<file path="src/rtl/roc_pkg.sv">
// ----------------------------------------------------------------------------
// roc_pkg: shared types and constants for the refcounted object cache
// Holds opcodes, status and action codes, and the command beat type passed
// from the front end to the back end.
// ----------------------------------------------------------------------------
package roc_pkg;

  localparam int unsigned SetsDef   = 16;
  localparam int unsigned WaysDef   = 8;
  localparam int unsigned RefBitsDef = 16;
  localparam int unsigned MaxOut    = 8;

  localparam logic [2:0] OP_RETRIEVE = 3'd0;
  localparam logic [2:0] OP_GRAB     = 3'd1;
  localparam logic [2:0] OP_DISCARD  = 3'd2;
  localparam logic [2:0] OP_DIRTY    = 3'd3;
  localparam logic [2:0] OP_CHECK    = 3'd4;
  localparam logic [2:0] OP_SYNC     = 3'd5;

  localparam logic [2:0] ST_HIT_ACTIVE = 3'd0;
  localparam logic [2:0] ST_HIT_REL    = 3'd1;
  localparam logic [2:0] ST_LOADED     = 3'd2;
  localparam logic [2:0] ST_NOT_FOUND  = 3'd3;
  localparam logic [2:0] ST_NO_FREE    = 3'd4;
  localparam logic [2:0] ST_OK         = 3'd5;
  localparam logic [2:0] ST_UNKNOWN    = 3'd6;

  localparam logic [1:0] ACT_NONE   = 2'd0;
  localparam logic [1:0] ACT_LOAD   = 2'd1;
  localparam logic [1:0] ACT_WB     = 2'd2;
  localparam logic [1:0] ACT_DELETE = 2'd3;

  // command beat queued between front and back end
  typedef struct packed {
    logic [2:0]  opcode;
    logic [31:0] object_id;
    logic        on_disk;
    logic        object_dead;
    logic        neg;
    logic        op_bad;
  } cmd_t;

endpackage

</file>
<file path="src/rtl/roc_front.sv">
// ----------------------------------------------------------------------------
// roc_front: command intake and classification
// Accepts start beats, flags negative ids and unused opcodes, and pushes the
// command into a two-entry queue read by the back end.
// ----------------------------------------------------------------------------
module roc_front (
  input  logic                clk,
  input  logic                rst_n,
  input  logic                start,
  output logic                busy,
  input  logic [2:0]          in_opcode,
  input  logic signed [31:0]  in_object_id,
  input  logic                in_on_disk,
  input  logic                in_object_dead,
  output logic                q_valid,
  output roc_pkg::cmd_t       q_cmd,
  input  logic                q_pop
);
  import roc_pkg::*;

  cmd_t       slot_r [2];
  logic [1:0] cnt_r, cnt_nxt;
  logic       rd_r, rd_nxt;
  logic       wr_r, wr_nxt;
  logic       push;
  cmd_t       cls;

  // classify incoming command
  always_comb begin
    cls.opcode      = in_opcode;
    cls.object_id   = in_object_id;
    cls.on_disk     = in_on_disk;
    cls.object_dead = in_object_dead;
    cls.neg         = in_object_id[31];
    cls.op_bad      = (in_opcode > OP_SYNC);
  end

  assign busy    = (cnt_r == 2'd2);
  assign push    = start && !busy;
  assign q_valid = (cnt_r != 2'd0);
  assign q_cmd   = slot_r[rd_r];

  // advance queue pointers
  always_comb begin
    cnt_nxt = cnt_r + {1'b0, push} - {1'b0, q_pop};
    rd_nxt  = rd_r ^ q_pop;
    wr_nxt  = wr_r ^ push;
  end

  always_ff @(posedge clk) begin
    if (!rst_n) begin
      cnt_r <= 2'd0;
      rd_r  <= 1'b0;
      wr_r  <= 1'b0;
    end else begin
      cnt_r <= cnt_nxt;
      rd_r  <= rd_nxt;
      wr_r  <= wr_nxt;
    end
  end

  // hold payload
  always_ff @(posedge clk) begin
    if (push) begin
      slot_r[wr_r] <= cls;
    end
  end

endmodule

</file>
<file path="config.mk">
export PLATFORM = sky130hd
export DESIGN_NAME = roc_front
export DESIGN_NICKNAME = d
export VERILOG_FILES = /design/src/rtl/roc_pkg.sv /design/src/rtl/roc_front.sv
export SDC_FILE = /design/constraint.sdc
export NUM_CORES = 1
export LEC_CHECK = 0
export ABC_AREA = 1
export BUFFER_PORTS_ARGS = -buffer_cell sky130_fd_sc_hd__buf_2
export CORE_MARGIN = 5
export CORE_UTILIZATION = 44
export CTS_CLUSTER_DIAMETER = 200
export DETAILED_ROUTE_END_ITERATION = 6
export GPL_TIMING_DRIVEN = 0
export PLACE_DENSITY_LB_ADDON = 0.1
export SLEW_MARGIN = 25
export SYNTH_ARGS = -nofsm -noshare
export SYNTH_HDL_FRONTEND = slang
export SYNTH_SLANG_ARGS = --single-unit
</file>
<file path="constraint.sdc">
create_clock -name clk -period 2.7 [get_ports clk]
set_input_delay 0.405 -clock clk [delete_from_list [all_inputs] [get_ports clk]]
set_output_delay 0.405 -clock clk [all_outputs]
set_load 0.1 [all_outputs]
</file>
==> impl_metrics.csv, run 1 <==
group,metric,value,unit
critical_path,worst-path-max-fanout,10,
global_route,use_met3,4.73,%
global_route,grt_max_degree,22,
synthesis,synthAdderAreaFrac,1.62,%
routing,detail_route.wl_per_cell,14.1,µm
global_route,use_met2,19.8,%
die,initial_core_util,45.4,%
synthesis,syn_nets,197,
layout,diodes,0,
critical_path,endpoint_kind,"output pin",
synthesis,synth_area_per_cell,20.3,µm²
sta,post-route-period-util,79.9,%
routing,wl,4900,µm
synthesis,synth_top_family_by_area,"multiplexers",
synthesis,synth-xor-area-share,0.284,%
clock_tree,clock_latency,0.33,ns
synthesis,synth_cell_types,16,
global_route,grt_use_met1,13.7,%
worst_hold_path,min_path_type,"input port to register",
synthesis,synthCells,152,
layout,drive_gt1_share,57.8,%
synthesis,synth_top_area_share,74.0,%
die,die_w,93.7,µm
layout,area_growth,26.9,%
clock_tree,htree_levels,3,
sta,setup_violations,0,
die,rows,30,
routing,avgViaCountPerCell,4.51,
synthesis,synth.area.top_cells,"edfxtp_1 (74%), mux2_4 (9.7%), mux2_2 (6.6%)",
critical_path,path_cells,"buf_6 > buf_6 > mux2_4 > buf_4 > buf_2",
global_route,antenna_found_initial,0,
sta,worst_slew_pin_slew,0.509,ns
die,dieArea,8780,µm²
clock_tree,cts-buffers-inserted,9,
layout,multi_input_area,626,µm²
layout,nets,291,
clock_tree,ctsRootBufferMaster,"clkbuf_8",
layout,fill_cells,552,
synthesis,synth-simple-area-share,1.58,%
place,hpwlAfterDp,3380,µm
layout,final_common_cell,"buf_2",
power_and_ir_drop,p_per_area,946,nW/µm²
synthesis,synth_area_leader_cell,"edfxtp_1",
critical_path,cp_common_cell,"buf_6",
routing,dr.pass1.iters,5,
synthesis,ys_ff_latch,81,
die,pin_count,82,
synthesis,synth_area,3080,µm²
sta,fmax,463,MHz
synthesis,synth-compound-area-share,0.325,%
routing,via_count,1566,
synthesis,synth-warning-count,0,
sta,rsz0062_at_grt,"false",
layout,utilization,57.6,%
routing,drt_iter0_markers,40,
critical_path,crit_required,2.30,ns
critical_path,critPathKind,"register to output pin",
clock_tree,clock_path_buffers,2,
sta,drv_slew,0,
critical_path,critPathBufInv,4,
run_status,status,"completed",
global_route,grt_use_total,12.1,%
layout,regArea,2380,µm²
critical_path,rrSetupSlack,1.01,ns
clock_tree,path_clk_slew,0.08,ns
critical_path,slowest_stage,"dfxtp_1",
clock_tree,cts_resized,0,
run,maxCapViolations,0,
clock_tree,cts.sinks,81,
sta,max-slew-margin-rel,66.1,%
clock_tree,cts_tree,"done",
critical_path,crit_path_start_kind,"register",
critical_path,crit_arrival,1.75,ns
global_route,top_usage_layer,"met2",
power_and_ir_drop,ir_drop,0.540,mV
power_and_ir_drop,leakage,0.00156,µW
layout,final_cell_mix,"buf_2 (82), edfxtp_1 (76), mux2_4 (20)",
critical_path,cpLargestDelayFamily,"buffers and inverters",
routing,drcViolationCount,0,
die,die_height,93.7,µm
place,gp_congestion,0.698,
clock_tree,cts_hold_buf,0,
global_route,grt_pass1_wl,7960,µm
place,port_buffers,81,
die,coreArea,6790,µm²
sta,hold_ws,0.254,ns
sta,tns,0,ns
synthesis,synthMuxAreaShare,16.3,%
global_route,grt_overflow,0,
sta,final.setup_skew,0.00548,ns
synthesis,synth-seq-area-share,77.3,%
sta,hold_viol,0,
clock_tree,post_cts_buffers,0,
routing,drt.antenna.violating_nets,0,
global_route,grt_pass1_vias,1678,
sta,min_period,2.16,ns
critical_path,cpPeakStageDelay,0.34,ns
[per-layer routing]
layer / wire (µm) / vias to the layer above
met5: 0 / -
met4: 70 / 0
met3: 442 / 7
met2: 2360 / 56
met1: 2030 / 746
li1: - / 757
[worst register-to-register path, cell delays in order, from the launching register on]
cell and delay, ns:
dfxtp_1 0.31, inv_1 0.09, o21ai_0 0.12, inv_1 0.12
ha_2 0.52, buf_16 0.24
[final cells by class]
type | count | share of cell area, %
Clock buffer | 9 | 3.17
Timing Repair Buffer | 83 | 11.8
Inverter | 9 | 0.864
Sequential cell | 81 | 60.9
Buffer | 5 | 1.18
Multi-Input combinational cell | 57 | 16.0
Clock inverter | 7 | 3.04
Tap cell | 96 | 3.07
[per-stage QoR]
step / cell area (µm²) / total power (µW) / std cells / setup slack, ns
6_report: 3910 / 3700 / 347 / 0.542
2_1_floorplan: 3080 / 2520 / 152 / 0.681
3_3_place_gp: 3610 / 2680 / 329 / 0.0906
3_5_place_dp: 3670 / 2710 / 331 / 0.880
5_1_grt: 3910 / 3860 / 347 / 0.458
4_1_cts: 3910 / 3750 / 347 / 0.499
[cells in the mapped netlist, drive strengths merged]
cell,count
a21oi,1
buf,5
dfxtp,5
edfxtp,76
ha,4
inv,9
mux2,38
nand2,5
nand3,1
nor2,5
o21ai,1
or2,1
xnor2,1
[where the power goes]
group	leakage (µW)	switching [µW]	internal [µW]
logic	0.000693	881	242
registers	0.000750	29.3	1520
clock network	0.000115	415	614
[flip-flops by register name (all words and copies together), names as in the netlist, named ones only]
signal  flops
slot_r     76
cnt_r       2
rd_r        1
wr_r        1
[path summary, 6_finish.rpt]
| kind | startpoint | endpoint | cells after the start |
|---|---|---|---|
| max | register | q_cmd[35] | 5 |
| min | in_object_id[6] | slot_r[1][10]$_DFFE_PP_ | 1 |
| max reg2reg | cnt_r[1]$_SDFF_PN0_ | slot_r[0][19]$_DFFE_PP_ | 5 |
| min reg2reg | rd_r$_SDFF_PN0_ | rd_r$_SDFF_PN0_ | 2 |
[kinds of logic after synthesis]
kind of cell    count (synthesis)
mux                            38
buf+inv                        14
xor+xnor                        1
simple gates                   12
compound gates                  2
fa+ha+maj                       4
flops                          81
Note: power is estimated with default switching activity, not from simulation.
==> run 2: changes to the inputs <==
--- a/config.mk
+++ b/config.mk
@@ -5,7 +5,7 @@
 export SDC_FILE = /design/constraint.sdc
 export NUM_CORES = 1
 export LEC_CHECK = 0
-export ABC_AREA = 1
+export ABC_AREA = 0
 export BUFFER_PORTS_ARGS = -buffer_cell sky130_fd_sc_hd__buf_2
 export CORE_MARGIN = 5
 export CORE_UTILIZATION = 44
==> constraint.sdc (replaced) <==
create_clock -name clk -period 1.7 [get_ports clk]
set_input_delay 0.255 -clock clk [delete_from_list [all_inputs] [get_ports clk]]
set_output_delay 0.255 -clock clk [all_outputs]
set_load 0.1 [all_outputs]
==> run 2 against run 1 <==
  * The run now ends with negative setup slack left
  * Cell area is 19% higher
  * Register-to-register slack worse by 1.1 ns
  * Synthesized cell count is 5.9% lower
  * Final cell count is 1.4% lower
  * First-iteration DRC count stayed put
  * Area after synthesis hardly changed
  * Clock skew is 0.0086 ns higher
  * Die area hardly changed
  * Core utilization is 11 points higher
  * Total power is 100% higher
  * Largest cell class unchanged
==> impl_metrics.csv, run 2 <==
group,metric,value,unit
run_status,status,"finished with violations",
run_status,violations,"negative setup slack",
sta,setup_violations,60,
power_and_ir_drop,p_comb_share,43.5,%
clock_tree,cts_hold_buf,0,
layout,fill_cells,439,
critical_path,rrSetupSlack,-0.07,ns
layout,reg_top3,"slot_r x76, cnt_r x2",
clock_tree,ctsRootBufferMaster,"clkbuf_8",
worst_hold_path,hp-start,"in_object_id[4]",
clock_tree,cts-buffers-inserted,9,
layout,area_growth,50.9,%
routing,wl,5680,µm
routing,drt_iter0_markers,40,
synthesis,synthCells,143,
worst_hold_path,min_path_type,"input port to register",
synthesis,synth_area_per_cell,21.6,µm²
die,die_w,93.7,µm
worst_hold_path,worstHoldPathCells,1,
worst_hold_path,whs_endpoint,"slot_r[1][8]$_DFFE_PP_",
place,port_buffers,81,
synthesis,synth_top_area_share,74.0,%
global_route,antenna_found_initial,0,
layout,drive_gt1_share,60.6,%
synthesis,synth_cell_types,16,
synthesis,synthArstFlopShare,0,%
layout,instances_no_fill,342,
critical_path,endpoint_kind,"output pin",
die,pin_count,82,
layout,multi_input_area,709,µm²
synthesis,synth-seq-area-share,77.2,%
place,placed_cells,322,
global_route,grt_use_total,13.4,%
critical_path,reg2reg_depth,4,
place,pre_cts_ws,-0.0885,ns
layout,regMostFlops,"slot_r",
critical_path,crit_arrival,1.56,ns
place,hpwlAfterDp,3680,µm
sta,hold_ws,0.0965,ns
critical_path,crit_required,1.44,ns
sta,hold_viol,0,
power_and_ir_drop,p_switching,2800,µW
clock_tree,clock_path_buffers,2,
routing,detail_route.wl_per_cell,16.6,µm
critical_path,worst-path-max-fanout,6,
power_and_ir_drop,p_per_area,1610,nW/µm²
sta,min_period,1.82,ns
layout,nets,287,
sta,finalWorstSetupSlack,-0.115,ns
die,rows,30,
global_route,grt_pass1_vias,1742,
power_and_ir_drop,sw_frac_of_total,37.3,%
routing,drcViolationCount,0,
synthesis,synth_edf_count,76,
die,coreArea,6790,µm²
power_and_ir_drop,intPower,4700,µW
layout,utilization,68.5,%
synthesis,ys.flop_type,"edfxtp_1",
routing,drt.antenna.violating_nets,0,
clock_tree,path_clk_slew,0.09,ns
routing,avgViaCountPerCell,4.62,
layout,largest_reg_flops,76,
layout,diodes,0,
synthesis,synth-warning-count,0,
layout,final_common_cell,"edfxtp_1",
synthesis,yosysMostFrequentCell,"edfxtp_1",
synthesis,synth_area_leader_cell,"edfxtp_1",
die,die_height,93.7,µm
power_and_ir_drop,leakage,0.00186,µW
synthesis,syn_nets,188,
power_and_ir_drop,total_power,7500,µW
synthesis,synth_area,3080,µm²
clock_tree,htree_levels,3,
power_and_ir_drop,seq_power_share,35.1,%
run,maxCapViolations,0,
synthesis,synth_common_cells,"edfxtp_1 (76), mux2_4 (20), mux2_2 (18)",
die,initial_core_util,45.4,%
sta,fmax,551,MHz
layout,final_cell_mix,"edfxtp_1 (76), buf_2 (42), buf_12 (40)",
critical_path,critPathKind,"register to output pin",
clock_tree,clock_latency,0.34,ns
critical_path,crit_path_start_kind,"register",
sta,drv_slew,0,
die,dieArea,8780,µm²
routing,via_count,1580,
synthesis,ys_ff_latch,81,
clock_tree,cts_tree,"done",
sta,max-slew-margin-rel,60.2,%
layout,regArea,2390,µm²
sta,rsz0062_at_grt,"true",
power_and_ir_drop,clkPwrFrac,21.4,%
sta,post-route-period-util,107,%
clock_tree,cts.sinks,81,
sta,worst_slew_pin_slew,0.598,ns
critical_path,r2r_end,"slot_r[1][0]$_DFFE_PP_",
sta,final.setup_skew,0.0141,ns
routing,dr.pass1.iters,4,
global_route,grt_pass1_wl,8630,µm
critical_path,r2r_start,"cnt_r[0]$_SDFF_PN0_",
place,gp_congestion,0.636,
global_route,grt_overflow,0,
global_route,grt_max_degree,22,
power_and_ir_drop,ir_drop,1.05,mV
synthesis,synth.area.top_cells,"edfxtp_1 (74%), mux2_4 (9.7%), mux2_2 (6.6%)",
run 2: changes by cell type after synthesis, sizes merged:
cell,before,now
a21oi,1,0
and2,0,5
inv,9,3
nand2,5,1
nand2b,0,1
nand3,1,0
nor2,5,0
nor2b,0,2
o21ai,1,0
xnor2,1,0
xnor3,0,1
xor2,0,1
run 2: power by group through the flow:
| stage | clock network (µW) | registers (µW) | logic [µW] |
|---|---|---|---|
| 4_1_cts | 1650 | 2630 | 3000 |
| 2_1_floorplan | 0 | 2650 | 2100 |
| 3_5_place_dp | 0 | 2670 | 2500 |
| 5_1_grt | 1730 | 2660 | 3370 |
| 3_3_place_gp | 0 | 2670 | 2390 |
| 6_report | 1600 | 2640 | 3260 |
run 2: layout make-up:
class | instances | area share, %
buffer | 5 | 1.75
timing repair buffer | 88 | 24.0
sequential | 81 | 51.3
clock inverter | 6 | 2.31
inverter | 3 | 0.242
multi-input combinational | 54 | 15.2
clock buffer | 9 | 2.66
tap | 96 | 2.58
run 2: cells by family (layout without fill, tap and decap cells):
logic type               Yosys count  in the layout  synth area share, %
XOR/XNOR                           2              2                 1.01
adder cells (fa/ha/maj)            4              4                 1.62
buffers and inverters              8            111                 1.87
flip-flops                        81             81                 77.2
multiplexers                      38             38                 16.3
AND/OR/NAND/NOR                   10             10                 1.95
run 2: worst max-delay path by stage:
| stage | start | endpoint | slack (ns) | cells past startpoint |
|---|---|---|---|---|
| CTS | register | q_cmd[30] | -0.12 | 5 |
| finish | register | q_cmd[35] | -0.12 | 5 |
| global route | cnt_r[0]$_SDFF_PN0_ | slot_r[1][19]$_DFFE_PP_ | -0.19 | 4 |
| global placement | cnt_r[0]$_SDFF_PN0_ | slot_r[0][9]$_DFFE_PP_ | -0.72 | 3 |
| floorplan | cnt_r[0]$_SDFF_PN0_ | slot_r[1][0]$_DFFE_PP_ | -0.26 | 3 |
| detailed placement | cnt_r[0]$_SDFF_PN0_ | slot_r[0][9]$_DFFE_PP_ | -0.09 | 4 |
run 2: critical path: stages (launching register included):
cell and delay [ns]:
dfxtp_4 0.36, buf_8 0.14, buf_12 0.13, mux2_4 0.32, buf_6 0.13, buf_12 0.15
run 2: through the flow:
| stage | TNS (ns) | area, µm² |
|---|---|---|
| finish | -2.73 | 4650 |
| detailed placement | -3.05 | 3670 |
| global placement | -54.52 | 3610 |
| CTS | -5.30 | 4370 |
| global route | -9.63 | 4650 |
| floorplan | -19.84 | 3080 |
run 2: what timing repair did:
| action | CTS | global route |
|---|---|---|
| gates resized for setup | 117 | 62 |
| buffers inserted | 2 | 2 |
| endpoints found under the setup margin | 75 | 89 |
| gates cloned | 1 | 1 |
run 2: layer usage:
metal / vias up / share of wire, % / routed length [µm] / GRT usage [%]
li1: 744 / - / - / -
met1: 784 / 37 / 2090 / 14.5
met5: - / 0 / 0 / 0
met2: 48 / 56 / 3180 / 23.1
met3: 4 / 6.5 / 367 / 5.61
met4: 0 / 0.90 / 51 / 5.05
==> run 3: changes to the inputs <==
--- a/config.mk
+++ b/config.mk
@@ -7,7 +7,6 @@
 export LEC_CHECK = 0
 export ABC_AREA = 0
 export BUFFER_PORTS_ARGS = -buffer_cell sky130_fd_sc_hd__buf_2
-export CORE_MARGIN = 5
 export CORE_UTILIZATION = 44
 export CTS_CLUSTER_DIAMETER = 200
 export DETAILED_ROUTE_END_ITERATION = 6
==> run 3 against run 2 <==
  * The run still ends with negative setup slack left
  * Non-clock buffer count rose by 2
  * First-iteration DRC count grew 7.5%
  * Clock power is 8% lower
==> impl_metrics.csv, run 3 (synthesized netlist as in run 2, its figures left out) <==
group,metric,value,unit
routing,dr.pass1.iters,4,
critical_path,crit_end,"q_cmd[35]",
power_and_ir_drop,seq_power_share,37.3,%
critical_path,crit_path_start_kind,"register",
layout,regMostFlops,"slot_r",
critical_path,cpPeakStageDelay,0.36,ns
die,pin_count,82,
global_route,grt_max_degree,27,
sta,min_period,1.79,ns
sta,fmax,559,MHz
run_status,violations,"negative setup slack",
die,die_height,85.7,µm
routing,wl,5390,µm
die,dieArea,7350,µm²
global_route,grt_pass1_vias,1756,
die,rows,30,
clock_tree,clock_path_buffers,2,
critical_path,worst-path-max-fanout,5,
routing,drcViolationCount,0,
clock_tree,cts_tree,"done",
routing,via_count,1622,
sta,finalWorstSetupSlack,-0.0886,ns
critical_path,critPathBufInv,4,
layout,final_common_cell,"edfxtp_1",
layout,area_growth,40.9,%
clock_tree,clock_latency,0.34,ns
critical_path,path_cells,"buf_8 > buf_12 > mux2_4 > buf_6 > buf_12",
sta,rsz0062_at_grt,"true",
clock_tree,cts.sinks,81,
routing,drt_iter0_markers,43,
layout,final_area,4350,µm²
power_and_ir_drop,clkPwrFrac,20.8,%
sta,hold_viol,0,
critical_path,endpoint_kind,"output pin",
sta,hold_ws,0.100,ns
layout,final_cell_mix,"edfxtp_1 (76), buf_2 (42), mux2_4 (26)",
power_and_ir_drop,p_comb_share,42.0,%
sta,worst_slew_pin_slew,0.489,ns
power_and_ir_drop,ir_drop,0.882,mV
place,placed_area,3650,µm²
layout,diodes,0,
critical_path,cpLargestDelayFamily,"buffers and inverters",
clock_tree,htree_levels,3,
die,die_w,85.7,µm
routing,drt.antenna.violating_nets,0,
clock_tree,ctsRootBufferMaster,"clkbuf_8",
critical_path,slowest_stage,"dfxtp_4",
clock_tree,path_clk_slew,0.08,ns
die,coreArea,6790,µm²
global_route,grt_pass1_wl,8250,µm
routing,avgViaCountPerCell,4.70,
run,maxCapViolations,0,
place,gp_congestion,0.666,
run_status,status,"finished with violations",
layout,nets,289,
die,initial_core_util,45.4,%
power_and_ir_drop,p_per_area,1620,nW/µm²
global_route,antenna_found_initial,0,
power_and_ir_drop,sw_frac_of_total,39.0,%
critical_path,r2r_end,"slot_r[0][21]$_DFFE_PP_",
sta,setup_violations,27,
power_and_ir_drop,p_switching,2750,µW
layout,regArea,2390,µm²
power_and_ir_drop,leakage,0.00173,µW
power_and_ir_drop,intPower,4300,µW
critical_path,r2r_start,"cnt_r[0]$_SDFF_PN0_",
critical_path,cp_common_cell,"buf_12",
place,port_buffers,81,
clock_tree,cts_hold_buf,0,
critical_path,crit_arrival,1.53,ns
sta,post-route-period-util,105,%
sta,drv_slew,0,
global_route,grt_overflow,0,
sta,max-slew-margin-rel,67.6,%
critical_path,critPathKind,"register to output pin",
worst_hold_path,min_path_type,"input port to register",
sta,final.setup_skew,0.0108,ns
critical_path,cp.depth,5,
layout,largest_reg_flops,76,
clock_tree,cts-buffers-inserted,9,
critical_path,rrSetupSlack,0.11,ns
layout,reg_top3,"slot_r x76, cnt_r x2",
layout,multi_input_area,692,µm²
worst_hold_path,worstHoldPathCells,1,
critical_path,reg2reg_depth,4,
global_route,grt_use_total,15.7,%
critical_path,crit_required,1.44,ns
place,hpwlAfterDp,3360,µm
layout,drive_gt1_share,60.6,%
routing,detail_route.wl_per_cell,15.6,µm
layout,fill_cells,498,
[run 3: timing repair]
item                                    4_1_cts  5_1_grt
hold endpoints to repair                      0        0
pin swaps                                     0        0
gates resized for setup                     109        9
endpoints found under the setup margin       63       38
buffers inserted                              5        1
gates cloned                                  2        0
[run 3: metrics by stage]
stage          TNS (ns)  total power, µW  setup WS (ns)  util (%)  std cells
6_report          -1.09             7060        -0.0886      64.0        345
5_1_grt           -3.22             7300         -0.146      64.0        345
4_1_cts           -2.57             7090         -0.119      63.8        345
3_5_place_dp    -0.0962             5140       -0.00623      53.8        322
3_3_place_gp     -57.12             5060         -0.759      53.1        320
2_1_floorplan    -19.84             4750         -0.261         -        143
[run 3: worst register-to-register path: stages, from the launching register on]
cell	delay, ns
dfxtp_1	0.34
nand2b_1	0.15
and2_1	0.24
ha_4	0.33
buf_12	0.23
[run 3: worst min path at each step]
stage / from / end
floorplan: in_object_id[6] / slot_r[0][10]$_DFFE_PP_
global placement: in_object_id[28] / slot_r[0][32]$_DFFE_PP_
detailed placement: in_object_id[24] / slot_r[0][28]$_DFFE_PP_
CTS: in_object_id[6] / slot_r[0][10]$_DFFE_PP_
global route: in_object_id[3] / slot_r[1][7]$_DFFE_PP_
finish: in_object_id[26] / slot_r[0][30]$_DFFE_PP_
[run 3: per-layer routing]
layer | global-route usage, % | routed length [µm]
met5 | 0 | 0
met1 | 16.2 | 2100
met2 | 28.4 | 2900
met4 | 8.18 | 104
met3 | 4.91 | 287
[run 3: cell type report]
type                    instances  share of cell area (%)
repair buffers                 90                    19.7
well taps                      96                    2.76
plain buffers                   5                    1.58
clock buffers                  10                    2.94
multi-input cells              54                    15.9
clock inverters                 6                    1.90
inverters                       3                   0.259
flip-flops and latches         81                    54.9
[run 3: power by group through the flow]
stage	logic, µW	registers, µW	clock network, µW
after floorplan	2100	2650	0
after global placement	2390	2670	0
after detailed placement	2470	2670	0
after CTS	2960	2630	1510
after global routing	3060	2650	1590
final	2960	2630	1470
